## src/rtl/core/sgtu_ram.sv

```systemverilog
// Generic RAM with one write port and two registered read ports.
// No dependencies.
`default_nettype none

module sgtu_ram #(
  parameter int Width = 16,
  parameter int Depth = 128
) (
  input  wire logic                     clk_i,
  input  wire logic                     we_i,
  input  wire logic [$clog2(Depth)-1:0] waddr_i,
  input  wire logic [Width-1:0]         wdata_i,
  input  wire logic                     re_i,
  input  wire logic [$clog2(Depth)-1:0] raddr0_i,
  input  wire logic [$clog2(Depth)-1:0] raddr1_i,
  output logic      [Width-1:0]         rdata0_o,
  output logic      [Width-1:0]         rdata1_o
);

  logic [Width-1:0] mem_q [Depth];

  always_ff @(posedge clk_i) begin
    if (we_i) begin
      mem_q[waddr_i] <= wdata_i;
    end
    if (re_i) begin
      rdata0_o <= mem_q[raddr0_i];
      rdata1_o <= mem_q[raddr1_i];
    end
  end

endmodule

`default_nettype wire

```

## config.mk

```make
export PLATFORM = sky130hd
export DESIGN_NAME = sgtu_ram
export DESIGN_NICKNAME = d
export VERILOG_FILES = /design/src/rtl/core/sgtu_ram.sv
export SDC_FILE = /design/constraint.sdc
export NUM_CORES = 2
export LEC_CHECK = 0
export ABC_CLOCK_PERIOD_IN_PS = 4100
export BUFFER_PORTS_ARGS = -buffer_cell sky130_fd_sc_hd__buf_2
export CAP_MARGIN = 20
export CELL_PAD_IN_SITES_DETAIL_PLACEMENT = 0
export CELL_PAD_IN_SITES_GLOBAL_PLACEMENT = 1
export CORE_AREA = 8 8 446 448
export CTS_CLUSTER_SIZE = 24
export DETAILED_ROUTE_END_ITERATION = 10
export DIE_AREA = 0 0 454 456
export MAX_ROUTING_LAYER = met4
export PLACE_DENSITY_LB_ADDON = 0.1
export SLEW_MARGIN = 20
export SYNTH_ARGS = -nofsm -noshare
export SYNTH_HDL_FRONTEND = slang
export SYNTH_SLANG_ARGS = --single-unit
```

## constraint.sdc

```tcl
create_clock -name clk_i -period 4.1 [get_ports clk_i]
set_input_delay 0.41 -clock clk_i [delete_from_list [all_inputs] [get_ports clk_i]]
set_output_delay 0.41 -clock clk_i [all_outputs]
set_load 0.02 [all_outputs]
```

### Word level (Yosys, flattened, before mapping)

Memory sizes are Yosys's and may differ from the RTL's. A register that Yosys moved wholly into a read port is not among the register bits.
Cells that the tools add are included.

| storage, ports and cells | value |
|---|---|
| register bits | 0 |
| bits in latches | 0 |
| RAM bits | 2,048 |
| memory bits (read-only) | 0 |
| input bits | 40 |
| output and inout bits | 32 |
| memories kept | 1 |

| operators by class | value |
|---|---|
| add/subtract/negate cells | 0 |
| multiply operators | 0 |
| divide/modulo/power cells | 0 |
| $lt $le $gt $ge | 0 |
| eq/ne operators | 0 |
| shift operators | 0 |
| muxes and demuxes | 2 |
| bitwise operators | 0 |
| reductions and logical operators | 0 |

Memories:

| name | words | width | read ports | clocked after memory_dff | write ports | line | source |
|---|---|---|---|---|---|---|---|
| mem_q | 128 | 16 | 2 | 2 | 1 | 20 | `logic [Width-1:0] mem_q [Depth];` |

Operators by type and width:

| cell | number |
|---|---|
| $mux W1 | 2 |

### Logic depth before layout (Yosys ltp)

| logic depth | value |
|---|---|
| word-level depth | 2 |
| depth in mapped cells | 7 |
| mapped depth without buffers | 4 |

### Worst setup path before layout

OpenSTA, ideal clock, no wires.

| path | value |
|---|---|
| kind | input -> register |
| start | in raddr1_i[0] |
| end | reg rdata1_o[0], read port of mem_q (data pin) |
| library setup time | 0.260 ns |
| arrival | 2.782 ns |
| slack | 1.059 ns |
| stages | 6 |
| cell sequence | buf_2 -> clkbuf_1 -> mux4_2 -> mux4_2 -> mux4_2 -> mux2_2 |

RTL lines:

| element | line | source |
|---|---|---|
| start: declaration | 15 | `input wire logic [$clog2(Depth)-1:0] raddr1_i,` |
| end: declaration | 17 | `output logic [Width-1:0] rdata1_o` |

==> out/qor.csv <==
metric,value,unit
CTS tree,built,
number of cells on the critical path,8,
Top delay family on crit path,multiplexers,
Least-Margin Pin Slew,1.15,ns
"Seq/Total Area, Yosys",0.657,
die width,454,µm
Wirelength per Cell,40.2,µm
vias in the first global route,49274,
antenna violations before repair,41,
Final ANT Viol Nets,0,
Detailed Route WL,282000,µm
Int Pwr,36900,µW
status,"complete, no violations",
syn_area_per_cell,24.1,µm²
core box area,0.192,mm²
htree depth,4,
Psw,10700,µW
cell mode on critical path,mux4_2,
post-synthesis mux area share,0.322,
Sequential Power Share,0.496,
drt via density,6.94,
yosys warns,0,
Synth Area in XOR/XNOR,0,
post-synthesis compound-gate area fraction,0,
clk buf depth,3,
max-cap viol count,0,
Cell variety after synth,15,
Worst-path clk slew,0.06,ns
I/O pin total,72,
Startpoint Class,input port,
fin util,0.567,
starting density of the core,0.497,
Filler cells,13786,
All-Layer GR Usage,0.281,
Synth area leaders,"edfxtp_1 (66%), mux4_2 (32%), clkbuf_1 (0.64%)",
Setup Skew,0.0388,ns
Initial DRC Count,6372,
Max Clock Freq,0.357,GHz
global-route wire length before repair,393000,µm
CP Buf/Inv Count,4,
grt total ovfl,0,
Worst VDD drop,0.349,mV
Syn Nets,3981,
Fin Setup TNS,0,ns
Yosys top cell area share,0.657,
critical path class,input port to register,
"FF+latch count, synth",2080,
root buffer cell,clkbuf_16,
simple-gate portion of the synthesized area,0.00733,
placed wire-length estimate,176000,µm
die area,0.207,mm²
drt first pass iters,5,
Power Dens Cells,438,mW/mm²
Num CTS Buffers,218,
Post-CTS Setup Bufs,0,
"critical path fanouts, max",22,
PortBufs,71,
WP data required,4.70,ns
Reg2Reg Depth,4,
Critical Path Sink Type,register,
Site Rows,161,
Clock Power Share,0.418,
Combinational Power Share,0.086,
Final Hold Viols,0,
hold path depth,1,
via count,48536,
Area Overhead vs Synth,14.1,%
nets@finish,4310,
Synth Area in Adders,0,
RSZ-0062 raised after global routing,false,
Gate Count Post-Synth,3941,
largest net degree at the start of global routing,98,
Worst Path Arrival,3.40,ns
Post-Syn Area,0.0951,mm²
min Tclk post-route,2.80,ns
Worst path slowest cell,mux4_2,
Final setup viols,0,
Sw Share,0.225,
Final Max Slew Viols,0,
layout cells sized above 1,0.504,
max incr delay on CP,0.61,ns
Die Y,456,µm
clock sinks,2080,
Lkg Pwr,0.0334,µW
gpl congestion,0.879,
max_slew headroom,0.230,
main combinational cell family by area after synthesis,multiplexers,
Skew-Pair Late Insertion Delay,0.88,ns
period utilization,0.683,
worst hold margin,0.112,ns
drc violations,0,
Hold Crit Class,input port to register,
PostCTS Resize Cnt,0,
crit-path cells,buf_8 -> buf_12 -> buf_12 -> buf_4 -> mux4_2 -> mux4_2 -> mux4_2 -> mux2_2,
"area leader, netlist",edfxtp_1,
-- power groups by stage --
stage / Sequential (µW) / Clock [µW] / Combinational (µW)
final: 23600 / 19900 / 4090
after CTS: 23600 / 20200 / 4100
after global routing: 23600 / 20900 / 4260
after floorplan: 24100 / 0 / 2230
after detailed placement: 24100 / 0 / 4090
after global placement: 24100 / 0 / 4080
-- metal layers --
layer	vias up	routed length, µm	track usage	part of all wire
met5	-	0	-	0
met4	0	8160	0.0745	0.029
met3	409	28800	0.0694	0.10
met2	2386	135000	0.426	0.48
met1	27049	110000	0.387	0.39
li1	18692	-	-	-
-- stage by stage --
step           cell area [µm²]  instances  worst slack [ns]  power [µW]
6_report                109000       6998              1.30       47600
5_1_grt                 109000       6995              1.27       48800
4_1_cts                 109000       6979              1.33       47900
3_5_place_dp            101000       6574             0.390       28200
3_3_place_gp            101000       6574             0.385       28200
2_1_floorplan            95100       3941              1.06       26300
-- logic make-up (layout without fill, tap and decap cells) --
logic type             count (synthesis)  in the layout
other                                  0             18
DFF                                 2080           2080
muxes                               1376           1376
buffers and inverters                315            828
and+or+nand+nor                      170            170
-- path summary, 6_finish.rpt --
path / start / slack [ns] / endpoint
max: raddr0_i[0] / 1.30 / rdata0_o[11]
min: wdata_i[10] / 0.11 / mem_q[81][10]
max reg2reg: mem_q[71][14] / 1.36 / rdata1_o[14]
min reg2reg: mem_q[92][9] / 1.23 / rdata1_o[9]
-- what timing repair did --
action	CTS	global route
hold buffers	1	0
endpoints found under the setup margin	0	0
hold endpoints to repair	21	0
-- placed cells by master, fill, tap and decap left out, drive strengths merged, types with 3 or more instances in the layout --
master       n
nor2       122
mux4      1344
diode       18
clkinvlp    15
nor3         9
mux2        32
nand4        3
edfxtp    2080
nor2b        7
clkbuf     271
nand3       12
inv          8
nand2       14
buf        422
clkinv      86
bufinv      25
-- registers in the layout, summed over array words and instances (netlist names) --
register	cells
rdata1_o	16
mem_q	2048
rdata0_o	16
-- Yosys cell counts --
master	instances
buf_1	44
buf_2	106
edfxtp_1	2080
mux4_2	1344
or3_1	1
nand2b_1	2
clkbuf_1	163
nor2_1	122
nand3_1	12
mux2_2	32
nor2b_1	7
nand2_1	14
nand4_1	3
nor3_1	9
buf_6	2
-- area by class of cell --
class / instances / area [µm²] / area share
clock buffer: 270 / 5820 / 0.0536
sequential: 2080 / 62500 / 0.575
multi-input combinational: 1546 / 31700 / 0.292
clock inverter: 134 / 1320 / 0.0122
antenna: 18 / 45.0 / 0.000415
tap: 2526 / 3160 / 0.0291
timing repair buffer: 424 / 4090 / 0.0377
Note: power is estimated with default switching activity, not from simulation.
