==> config.mk <==
export PLATFORM = sky130hd
export DESIGN_NAME = sgtu_fp_add
export DESIGN_NICKNAME = d
export VERILOG_FILES = /design/src/rtl/core/sgtu_pkg.sv /design/src/rtl/core/sgtu_fp_add.sv
export SDC_FILE = /design/constraint.sdc
export NUM_CORES = 1
export LEC_CHECK = 0
export BUFFER_PORTS_ARGS = -buffer_cell sky130_fd_sc_hd__buf_4
export CELL_PAD_IN_SITES_DETAIL_PLACEMENT = 0
export CELL_PAD_IN_SITES_GLOBAL_PLACEMENT = 1
export CORE_MARGIN = 2
export CORE_UTILIZATION = 45
export DETAILED_ROUTE_END_ITERATION = 10
export GPL_TIMING_DRIVEN = 1
export PLACE_DENSITY_LB_ADDON = 0.1
export SETUP_SLACK_MARGIN = 0.02
export SYNTH_ARGS = -nofsm -noshare
export SYNTH_HDL_FRONTEND = slang
export SYNTH_SLANG_ARGS = --single-unit
==> constraint.sdc <==
create_clock -name clk_i -period 13.9 [get_ports clk_i]
set_clock_uncertainty 0.2 [all_clocks]
set_input_delay 0.695 -clock clk_i [delete_from_list [all_inputs] [get_ports clk_i]]
set_output_delay 0.695 -clock clk_i [all_outputs]
set_load 0.02 [all_outputs]
==> src/rtl/core/sgtu_pkg.sv <==
// Shared types, constants and fp32 helpers for the SiLU gated product block.
// No dependencies; sgtu_fp_add, sgtu_fp_mul and silu_gate_times_up_lut import this package.
`default_nettype none

package sgtu_pkg;

  localparam int TableEntries = 128;
  localparam int IdxW         = 7;

  localparam logic [31:0] Fp32DefaultNan = 32'hFFC0_0000;
  localparam logic [31:0] Fp32QuietBit   = 32'h0040_0000;
  localparam logic [7:0]  Fp32ExpMax     = 8'hFF;

  // Enables of the two register stages inside an arithmetic unit.
  typedef struct packed {
    logic a;
    logic b;
  } unit_en_t;

  function automatic logic fp32_is_nan(input logic [31:0] x);
    return (x[30:23] == Fp32ExpMax) && (x[22:0] != 23'd0);
  endfunction

  function automatic logic fp32_is_inf(input logic [31:0] x);
    return (x[30:23] == Fp32ExpMax) && (x[22:0] == 23'd0);
  endfunction

endpackage

`default_nettype wire

==> src/rtl/core/sgtu_fp_add.sv <==
// Two-stage IEEE binary32 adder, round to nearest even, subnormals kept.
// Depends on sgtu_pkg for the stage enable type and NaN helpers.
`default_nettype none

module sgtu_fp_add
  import sgtu_pkg::*;
(
  input  wire logic        clk_i,
  input  wire unit_en_t    en_i,
  input  wire logic [31:0] a_i,
  input  wire logic [31:0] b_i,
  output logic      [31:0] sum_o
);

  function automatic logic [4:0] lzc27(input logic [26:0] x);
    logic [4:0] n;
    logic       found;
    n     = 5'd27;
    found = 1'b0;
    for (int k = 26; k >= 0; k--) begin
      if (!found && x[k]) begin
        n     = 5'(26 - k);
        found = 1'b1;
      end
    end
    return n;
  endfunction

  // Stage A: order, align, add.
  logic        swap;
  logic [31:0] big, sml;
  logic [7:0]  eb, es, diff;
  logic [23:0] mb, ms;
  logic [4:0]  dcl;
  logic [53:0] wide;
  logic [26:0] al;
  logic [27:0] sum;
  logic        spec;
  logic [31:0] spec_val;

  logic        sign_q, zsign_q, spec_q;
  logic [7:0]  e_q;
  logic [27:0] sum_q;
  logic [31:0] spec_val_q;

  always_comb begin
    swap = b_i[30:0] > a_i[30:0];
    big  = swap ? b_i : a_i;
    sml  = swap ? a_i : b_i;
    eb   = (big[30:23] == 8'd0) ? 8'd1 : big[30:23];
    es   = (sml[30:23] == 8'd0) ? 8'd1 : sml[30:23];
    mb   = {big[30:23] != 8'd0, big[22:0]};
    ms   = {sml[30:23] != 8'd0, sml[22:0]};
    diff = eb - es;
    dcl  = (diff >= 8'd27) ? 5'd27 : diff[4:0];
    wide = {ms, 3'b000, 27'd0} >> dcl;
    al   = {wide[53:28], wide[27] | (|wide[26:0])};
    if (a_i[31] ^ b_i[31]) begin
      sum = {1'b0, mb, 3'b000} - {1'b0, al};
    end else begin
      sum = {1'b0, mb, 3'b000} + {1'b0, al};
    end
    spec = fp32_is_nan(a_i) | fp32_is_nan(b_i) | fp32_is_inf(a_i) | fp32_is_inf(b_i);
    if (fp32_is_nan(a_i)) begin
      spec_val = a_i | Fp32QuietBit;
    end else if (fp32_is_nan(b_i)) begin
      spec_val = b_i | Fp32QuietBit;
    end else if (fp32_is_inf(a_i) && fp32_is_inf(b_i) && (a_i[31] != b_i[31])) begin
      spec_val = Fp32DefaultNan;
    end else if (fp32_is_inf(a_i)) begin
      spec_val = a_i;
    end else begin
      spec_val = b_i;
    end
  end

  always_ff @(posedge clk_i) begin
    if (en_i.a) begin
      sign_q     <= big[31];
      zsign_q    <= a_i[31] & b_i[31];
      e_q        <= eb;
      sum_q      <= sum;
      spec_q     <= spec;
      spec_val_q <= spec_val;
    end
  end

  // Stage B: normalize and round.
  logic [4:0]  lz;
  logic [7:0]  lim, sh;
  logic [26:0] n;
  logic [8:0]  e9, ee;
  logic        inc, hidden;
  logic [24:0] mr;
  logic [31:0] res;

  always_comb begin
    lz  = lzc27(sum_q[26:0]);
    lim = e_q - 8'd1;
    sh  = ({3'b000, lz} < lim) ? {3'b000, lz} : lim;
    if (sum_q[27]) begin
      n  = {sum_q[27:2], sum_q[1] | sum_q[0]};
      e9 = {1'b0, e_q} + 9'd1;
    end else begin
      n  = sum_q[26:0] << sh;
      e9 = {1'b0, e_q} - {1'b0, sh};
    end
    inc    = n[2] & (n[1] | n[0] | n[3]);
    mr     = {1'b0, n[26:3]} + {24'd0, inc};
    ee     = e9 + {8'd0, mr[24]};
    hidden = mr[24] | mr[23];
    if (spec_q) begin
      res = spec_val_q;
    end else if (sum_q == 28'd0) begin
      res = {zsign_q, 31'd0};
    end else if (ee >= 9'd255) begin
      res = {sign_q, Fp32ExpMax, 23'd0};
    end else begin
      res = {sign_q, hidden ? ee[7:0] : 8'd0, mr[24] ? 23'd0 : mr[22:0]};
    end
  end

  always_ff @(posedge clk_i) begin
    if (en_i.b) begin
      sum_o <= res;
    end
  end

endmodule

`default_nettype wire

======== Word level (Yosys, flattened, before mapping) ========
Index checks and enable logic that the tools add are counted.
cells by class
  muxes and demuxes ....................... 71
  equality and inequality tests ........... 3
  shift-type cells ........................ 2
  div/mod/pow operators ................... 0
  add/subtract/negate cells ............... 8
  reductions and logical operators ........ 69
  bitwise operators ....................... 11
  $lt $le $gt $ge ......................... 4
  multiply operators ...................... 0
operators with widths
  cell                   count
  $mux W32               7
  $mux W5                28
  $mux W31               2
  $shr A54 B5 Y54        1
  $logic_not A23 Y1      2
  $reduce_bool A23 Y1    2
  $logic_and A1 B1 Y1    32
  $mux W8                4
  $gt A31 B31 Y1         1
  $add A27 B27 Y28       1
  $logic_not A28 Y1      1
  $mux W28               1
  $sub A27 B27 Y28       1
  $mux W27               1
  $reduce_or A27 Y1      1
  $shl A27 B8 Y27        1
  $logic_not A1 Y1       26
  $mux W1                26
  $add A24 B1 Y25        1
  $mux W23               1
  $eq A8 B8 Y1 const B   2
  $logic_not A8 Y1       2
  $reduce_bool A8 Y1     2
  $add A8 B1 Y9 const B  1
  13 further kinds       21
storage, ports and cells
  ROM bits ................................ 0
  bits in latches ......................... 0
  memories ................................ 0
  RAM bits ................................ 0
  register bits after elaboration ......... 103
  logic and storage cells ................. 176
  input port bits ......................... 67

======== Longest topological paths before layout ========
  depth in word-level cells ............... 92
  mapped depth ............................ 59

======== Worst setup path before layout ========
Ideal clock, no wire load.
  path type ............................... input to register
  start point ............................. input a_i[17]
  end point ............................... register sum_q[25] (data pin)
  path slack .............................. 3.180 ns
  cell stages on the path ................. 56
  library setup time ...................... 0.260 ns
  data arrival time ....................... 10.260 ns
  cell sequence ........................... clkbuf_1 inv_1 ha_1 nand4_1 nor2_1 nand3b_1 a211oi_1 o21a_1 clkbuf_1 buf_1 clkbuf_1 clkbuf_1 clkbuf_1 nand2_1 o21ai_0 nor4_1 nor4b_1 nor2b_1 [20 not listed] inv_1 a21oi_1 o21bai_1 a21o_1 a21o_1 a21o_1 a21oi_1 nor2_1 o21ai_0 nand2_1 a31oi_1 o41ai_1 o41ai_1 o31a_1 o21ai_0 a21oi_1 o22ai_1 xnor2_1
between the ends
  word-level cells in the longest chain between the ends .. 12
  elaborated cells on any way between the ends .. 17
  classes of those cells .................. 3 x add/sub; 2 x order compare; 1 x shift; 6 x mux; 1 x bitwise; 4 x reduce/logical
RTL lines
  what                                                         line                                  RTL
  from (decl)                                                  sgtu_fp_add.sv:10                     input wire logic [31:0] a_i,
  $gt A31 B31 Y1 *                                             sgtu_fp_add.sv:47                     swap = b_i[30:0] > a_i[30:0];
  $mux W32 *                                                   sgtu_fp_add.sv:48                     big = swap ? b_i : a_i;
  $logic_not A8 Y1                                             sgtu_fp_add.sv:50                     eb = (big[30:23] == 8'd0) ? 8'd1 : big[30:23];
  $mux W8 *                                                    sgtu_fp_add.sv:50
  via eb[4]                                                    sgtu_fp_add.sv:32                     logic [7:0] eb, es, diff;
  $sub A8 B8 Y8 *                                              sgtu_fp_add.sv:54                     diff = eb - es;
  $ge A8 B5 Y1                                                 sgtu_fp_add.sv:55                     dcl = (diff >= 8'd27) ? 5'd27 : diff[4:0];
  $mux W5 *                                                    sgtu_fp_add.sv:55
  $shr A54 B5 Y54 *                                            sgtu_fp_add.sv:56                     wide = {ms, 3'b000, 27'd0} >> dcl;
  $reduce_or A27 Y1                                            sgtu_fp_add.sv:57                     al = {wide[53:28], wide[27] | (|wide[26:0])};
  $or A1 B1 Y1                                                 sgtu_fp_add.sv:57
  $add A27 B27 Y28 / $sub A27 B27 Y28 (equally long branches)  sgtu_fp_add.sv:61, sgtu_fp_add.sv:59
  $mux W28 *                                                   sgtu_fp_add.sv:58                     if (a_i[31] ^ b_i[31]) begin
  via sum[25]                                                  sgtu_fp_add.sv:37                     logic [27:0] sum;
  to (signal assigned)                                         sgtu_fp_add.sv:82                     sum_q <= sum;
  to (decl)                                                    sgtu_fp_add.sv:43                     logic [27:0] sum_q;
Mark *: on every way through the listed nets, which the timed path passes. The rest lies on a longest branch.
A chain may end at the register's enable or synchronous reset.

======== Worst setup path after layout ========
  start point ............................. input a_i[27]
  end point ............................... register sum_q[25] (data pin)
between the ends
  word-level cells in the longest chain between the ends .. 12
  elaborated cells on any way between the ends .. 17
  classes of those cells .................. 3 x add/sub; 2 x order compare; 1 x shift; 6 x mux; 1 x bitwise; 4 x reduce/logical
RTL lines
  what                                                         line
  $gt A31 B31 Y1                                               sgtu_fp_add.sv:47
  $mux W32 *                                                   sgtu_fp_add.sv:48
  $logic_not A8 Y1                                             sgtu_fp_add.sv:50
  $mux W8 *                                                    sgtu_fp_add.sv:50
  via eb[6]                                                    sgtu_fp_add.sv:32
  $sub A8 B8 Y8 *                                              sgtu_fp_add.sv:54
  $ge A8 B5 Y1 *                                               sgtu_fp_add.sv:55
  $mux W5 *                                                    sgtu_fp_add.sv:55
  $shr A54 B5 Y54 *                                            sgtu_fp_add.sv:56
  $reduce_or A27 Y1                                            sgtu_fp_add.sv:57
  $or A1 B1 Y1                                                 sgtu_fp_add.sv:57
  $add A27 B27 Y28 / $sub A27 B27 Y28 (equally long branches)  sgtu_fp_add.sv:61, sgtu_fp_add.sv:59
  $mux W28 *                                                   sgtu_fp_add.sv:58
  via sum[25]                                                  sgtu_fp_add.sv:37
Marked as above.

==> impl_metrics.json <==
{
  "drtAntennaViolNets": 0,
  "synth_seq_cells": 103,
  "yosys.area.top_type": "edfxtp_1",
  "cts.sinks": 103,
  "switching_share_pct": 51.5,
  "cpPeakStageDelay_ns": 0.64,
  "start_util_pct": 45.4,
  "slowest_stage": "o21a_2",
  "drive_above_1_share_pct": 13.2,
  "syn_nets": 1944,
  "syn_to_final_growth_pct": 8.77,
  "nNetsFinal": 1978,
  "cp-start-kind": "input pin",
  "worstPathArrival_ns": 11.76,
  "path_depth": 44,
  "setup_tns_ns": 0,
  "maxCapViolations": 0,
  "cts.clk_slew.worst_paths_ns": 0.07,
  "yosysWarnings": 0,
  "r2r_start": "sum_q[10]",
  "chipHeight_um": 182,
  "p_int_mw": 1.12,
  "r2r_slack_ns": 4.10,
  "min_path_type": "reg -> reg",
  "power.share.clock_pct": 10.5,
  "synth-compound-area-share_pct": 27.4,
  "layout_min_cycle_time_ns": 11.86,
  "reg2reg_to": "sum_o[2]",
  "die_area_sq_um": 33000,
  "ir_drop_v": 0.0000590,
  "post_cts_buffers": 0,
  "p_sw_mw": 1.19,
  "max_slew_margin_pct": 16.1,
  "synth-simple-area-share_pct": 19.9,
  "grtUsageTotal_pct": 31.6,
  "p_comb_share_pct": 67.2,
  "cp_max_fo": 38,
  "post-dp-hpwl_um": 41600,
  "yosysUniqueCellTypes": 107,
  "insertion_delay_ns": 0.36,
  "timing.hold.ws_ns": 0.327,
  "max_freq_ghz": 0.0843,
  "totalWireLength_um": 53100,
  "grt_max_degree": 72,
  "cp.required_ns": 13.80,
  "final_util_pct": 49.4,
  "cp_top_family": "compound AO/OA/AOI/OAI gates",
  "postCtsResizedCells": 0,
  "io_pins": 99,
  "cts_htree_levels": 3,
  "synth_top_family_by_area": "compound AO/OA/AOI/OAI gates",
  "synth_area_sq_um": 14200,
  "p_per_area_nw_per_um2": 149,
  "crit_start": "a_i[27]",
  "grt-ovfl-total": 0,
  "wl_per_cell_um": 24.0,
  "cts_max_path_buffers": 2,
  "drt_iter0_markers": 1400,
  "setup_viol": 0,
  "muxShareOfSynthArea_pct": 10.2,
  "synth-edff-count": 103,
  "synth_fa_ha_area_share_pct": 9.57,
  "gp_congestion": 1.04,
  "cp_num_buf_inv": 4,
  "worstSetupEndpoint": "sum_q[25]",
  "syn_avg_cell_area_sq_um": 8.03,
  "synth-seq-area-share_pct": 21.8,
  "hold_buffers": 0,
  "die_x_um": 182,
  "cts_made_buffers": 9,
  "register_area_sq_um": 3090,
  "drc": 0,
  "critical-path-top-cell-by-count": "o21ai_0",
  "synthFlopType": "edfxtp_1",
  "drv_slew": 0,
  "end_kind": "flop",
  "worst-setup-path-type": "in -> reg",
  "status": "complete, no violations",
  "synth_top_area_share_pct": 21.8,
  "grt_pass1_wl_um": 80700,
  "fin_crit_sh_pct": 85.3,
  "p_seq_share_pct": 22.3,
  "finalHoldViolCount": 0,
  "postSynth.asyncResetShare_pct": 0,
  "leakage_nw": 6.42,
  "cts_root_buf": "clkbuf_16",
  "r2r_cells": 31,
  "first_pass_iters": 6,
  "rows": 65,
  "io_buffers": 98,
  "multi_input_area_sq_um": 10200,
  "worst_pin_slew_ns": 1.25,
  "synthTopCellsByArea": "edfxtp_1 (22%), ha_1 (9.2%), mux2i_1 (7.4%)",
  "fillers": 3116,
  "syn_inst": 1770,
  "first_global_vias": 13706,
  "dr_total_vias": 14445,
  "antenna_found_initial": 1,
  "synth-xor-area-share_pct": 4.25,
  "cts_tree": "done",
  "coreArea_sq_um": 31300,
  "rsz0062_at_grt": "no",
  "vias_per_cell": 6.53
}
-- worst min path at each step --
stage	endpoint	startpoint	slack, ns	cells after the start
2_1_floorplan	sum_o[0]	spec_val_q[0]	0.30	2
3_3_place_gp	sum_o[31]	spec_val_q[31]	0.31	2
3_5_place_dp	sum_o[15]	spec_val_q[15]	0.31	2
4_1_cts	sum_o[15]	spec_val_q[15]	0.33	2
5_1_grt	sum_o[10]	spec_val_q[10]	0.36	2
6_report	sum_o[19]	spec_val_q[19]	0.33	2
-- through the flow --
step                area [sq um]  setup slack [ns]  power [mW]  std cells
floorplan                  14200              3.18        1.56       1770
global placement           15200              2.05        2.03       2195
detailed placement         15200              2.02        2.02       2195
CTS                        15500              2.34        2.27       2211
global route               15500              1.21        2.44       2211
finish                     15500              2.04        2.30       2212
-- cells in the final DEF (no fill, tap or decap), types with 9 or more instances in the layout --
cell       Yosys  final
nand2_1      181    181
nor2_1       134    134
buf_4          2    126
inv_1        114    114
o21ai_0      108    108
mux2i_1      105    105
ha_1         104    104
edfxtp_1     103    103
a21oi_1      102    102
nor3_1        54     54
xnor2_1       46     46
nand3_1       43     42
a21o_1        29     29
mux2_2        28     28
a22o_1        27     27
a211oi_1      26     26
nor4_1        28     26
a31oi_1       26     26
o31ai_1       26     26
nand2b_1      23     23
xor2_1        23     23
o211ai_1      22     22
o21bai_1      22     22
nand4_1       18     18
o22ai_1       17     17
or3_1         14     14
and3_1        12     12
o221ai_1      12     12
a221oi_1      11     11
a22oi_1       11     11
o21a_1        11     10
o21ai_2       10     10
nor2b_1        9      9
a221o_1        9      9
clkbuf_16      0      9
-- power by group through the flow --
stage / Combinational, mW / Sequential (mW) / Clock, mW
after floorplan: 1.06 / 0.497 / 0
after global placement: 1.51 / 0.515 / 0
after detailed placement: 1.51 / 0.514 / 0
after CTS: 1.51 / 0.508 / 0.248
after global routing: 1.67 / 0.517 / 0.258
final: 1.55 / 0.512 / 0.242
-- cell usage after synthesis, types with 7 or more instances --
| cell type | instances |
|---|---|
| a211oi_1 | 26 |
| a21o_1 | 29 |
| a21oi_1 | 102 |
| a221o_1 | 9 |
| a221oi_1 | 11 |
| a22o_1 | 27 |
| a22oi_1 | 11 |
| a31oi_1 | 26 |
| and3_1 | 12 |
| buf_1 | 13 |
| buf_2 | 13 |
| clkbuf_1 | 59 |
| clkbuf_8 | 8 |
| edfxtp_1 | 103 |
| ha_1 | 104 |
| inv_1 | 114 |
| mux2_2 | 28 |
| mux2i_1 | 105 |
| nand2_1 | 181 |
| nand2b_1 | 23 |
| nand3_1 | 43 |
| nand4_1 | 18 |
| nor2_1 | 134 |
| nor2b_1 | 9 |
| nor3_1 | 54 |
| nor4_1 | 28 |
| o211ai_1 | 22 |
| o21a_1 | 11 |
| o21ai_0 | 108 |
| o21ai_2 | 10 |
| o21bai_1 | 22 |
| o221ai_1 | 12 |
| o22ai_1 | 17 |
| o311ai_0 | 7 |
| o31a_1 | 7 |
| o31ai_1 | 26 |
| or2_2 | 8 |
| or3_1 | 14 |
| xnor2_1 | 46 |
| xor2_1 | 23 |
-- flip-flops by register name, summed over array words and instances (netlist names) --
register and cells:
e_q 8, spec_val_q 32, sum_q 28, spec_q 1
zsign_q 1, sign_q 1, sum_o 32
-- worst register-to-register path: cells and delay by family, from the launching register on --
kind | cells | cell delay [ns]
and+or+nand+nor | 12 | 3.90
AOI/OAI and AO/OA | 11 | 2.82
buffers and inverters | 2 | 0.74
adders and majority gates | 3 | 0.68
DFF | 1 | 0.60
muxes | 1 | 0.40
xor gates and xnor gates | 2 | 0.28
-- kinds of logic after synthesis --
| family | count (synthesis) |
|---|---|
| xor gates and xnor gates | 69 |
| and+or+nand+nor | 576 |
| AOI/OAI and AO/OA | 558 |
| DFF | 103 |
| adders and majority gates | 107 |
| muxes | 137 |
| buffers and inverters | 220 |
-- final cells by class --
class | count | area share, %
Inverter | 117 | 2.85
Sequential cell | 103 | 20.0
Timing Repair Buffer | 126 | 6.12
Tap cell | 402 | 3.25
Multi-Input combinational cell | 1447 | 65.9
Clock inverter | 6 | 0.372
Antenna cell | 1 | 0.0162
Clock buffer | 10 | 1.48
-- routing by layer --
layer	global-route usage, %	vias up	part of all wire [%]
met3	3.67	164	6.4
met4	17.1	0	6.3
met1	40.6	6855	42
met5	0	-	0
met2	51.9	677	45
li1	-	6749	-
Power figures use the tool's default switching activity.
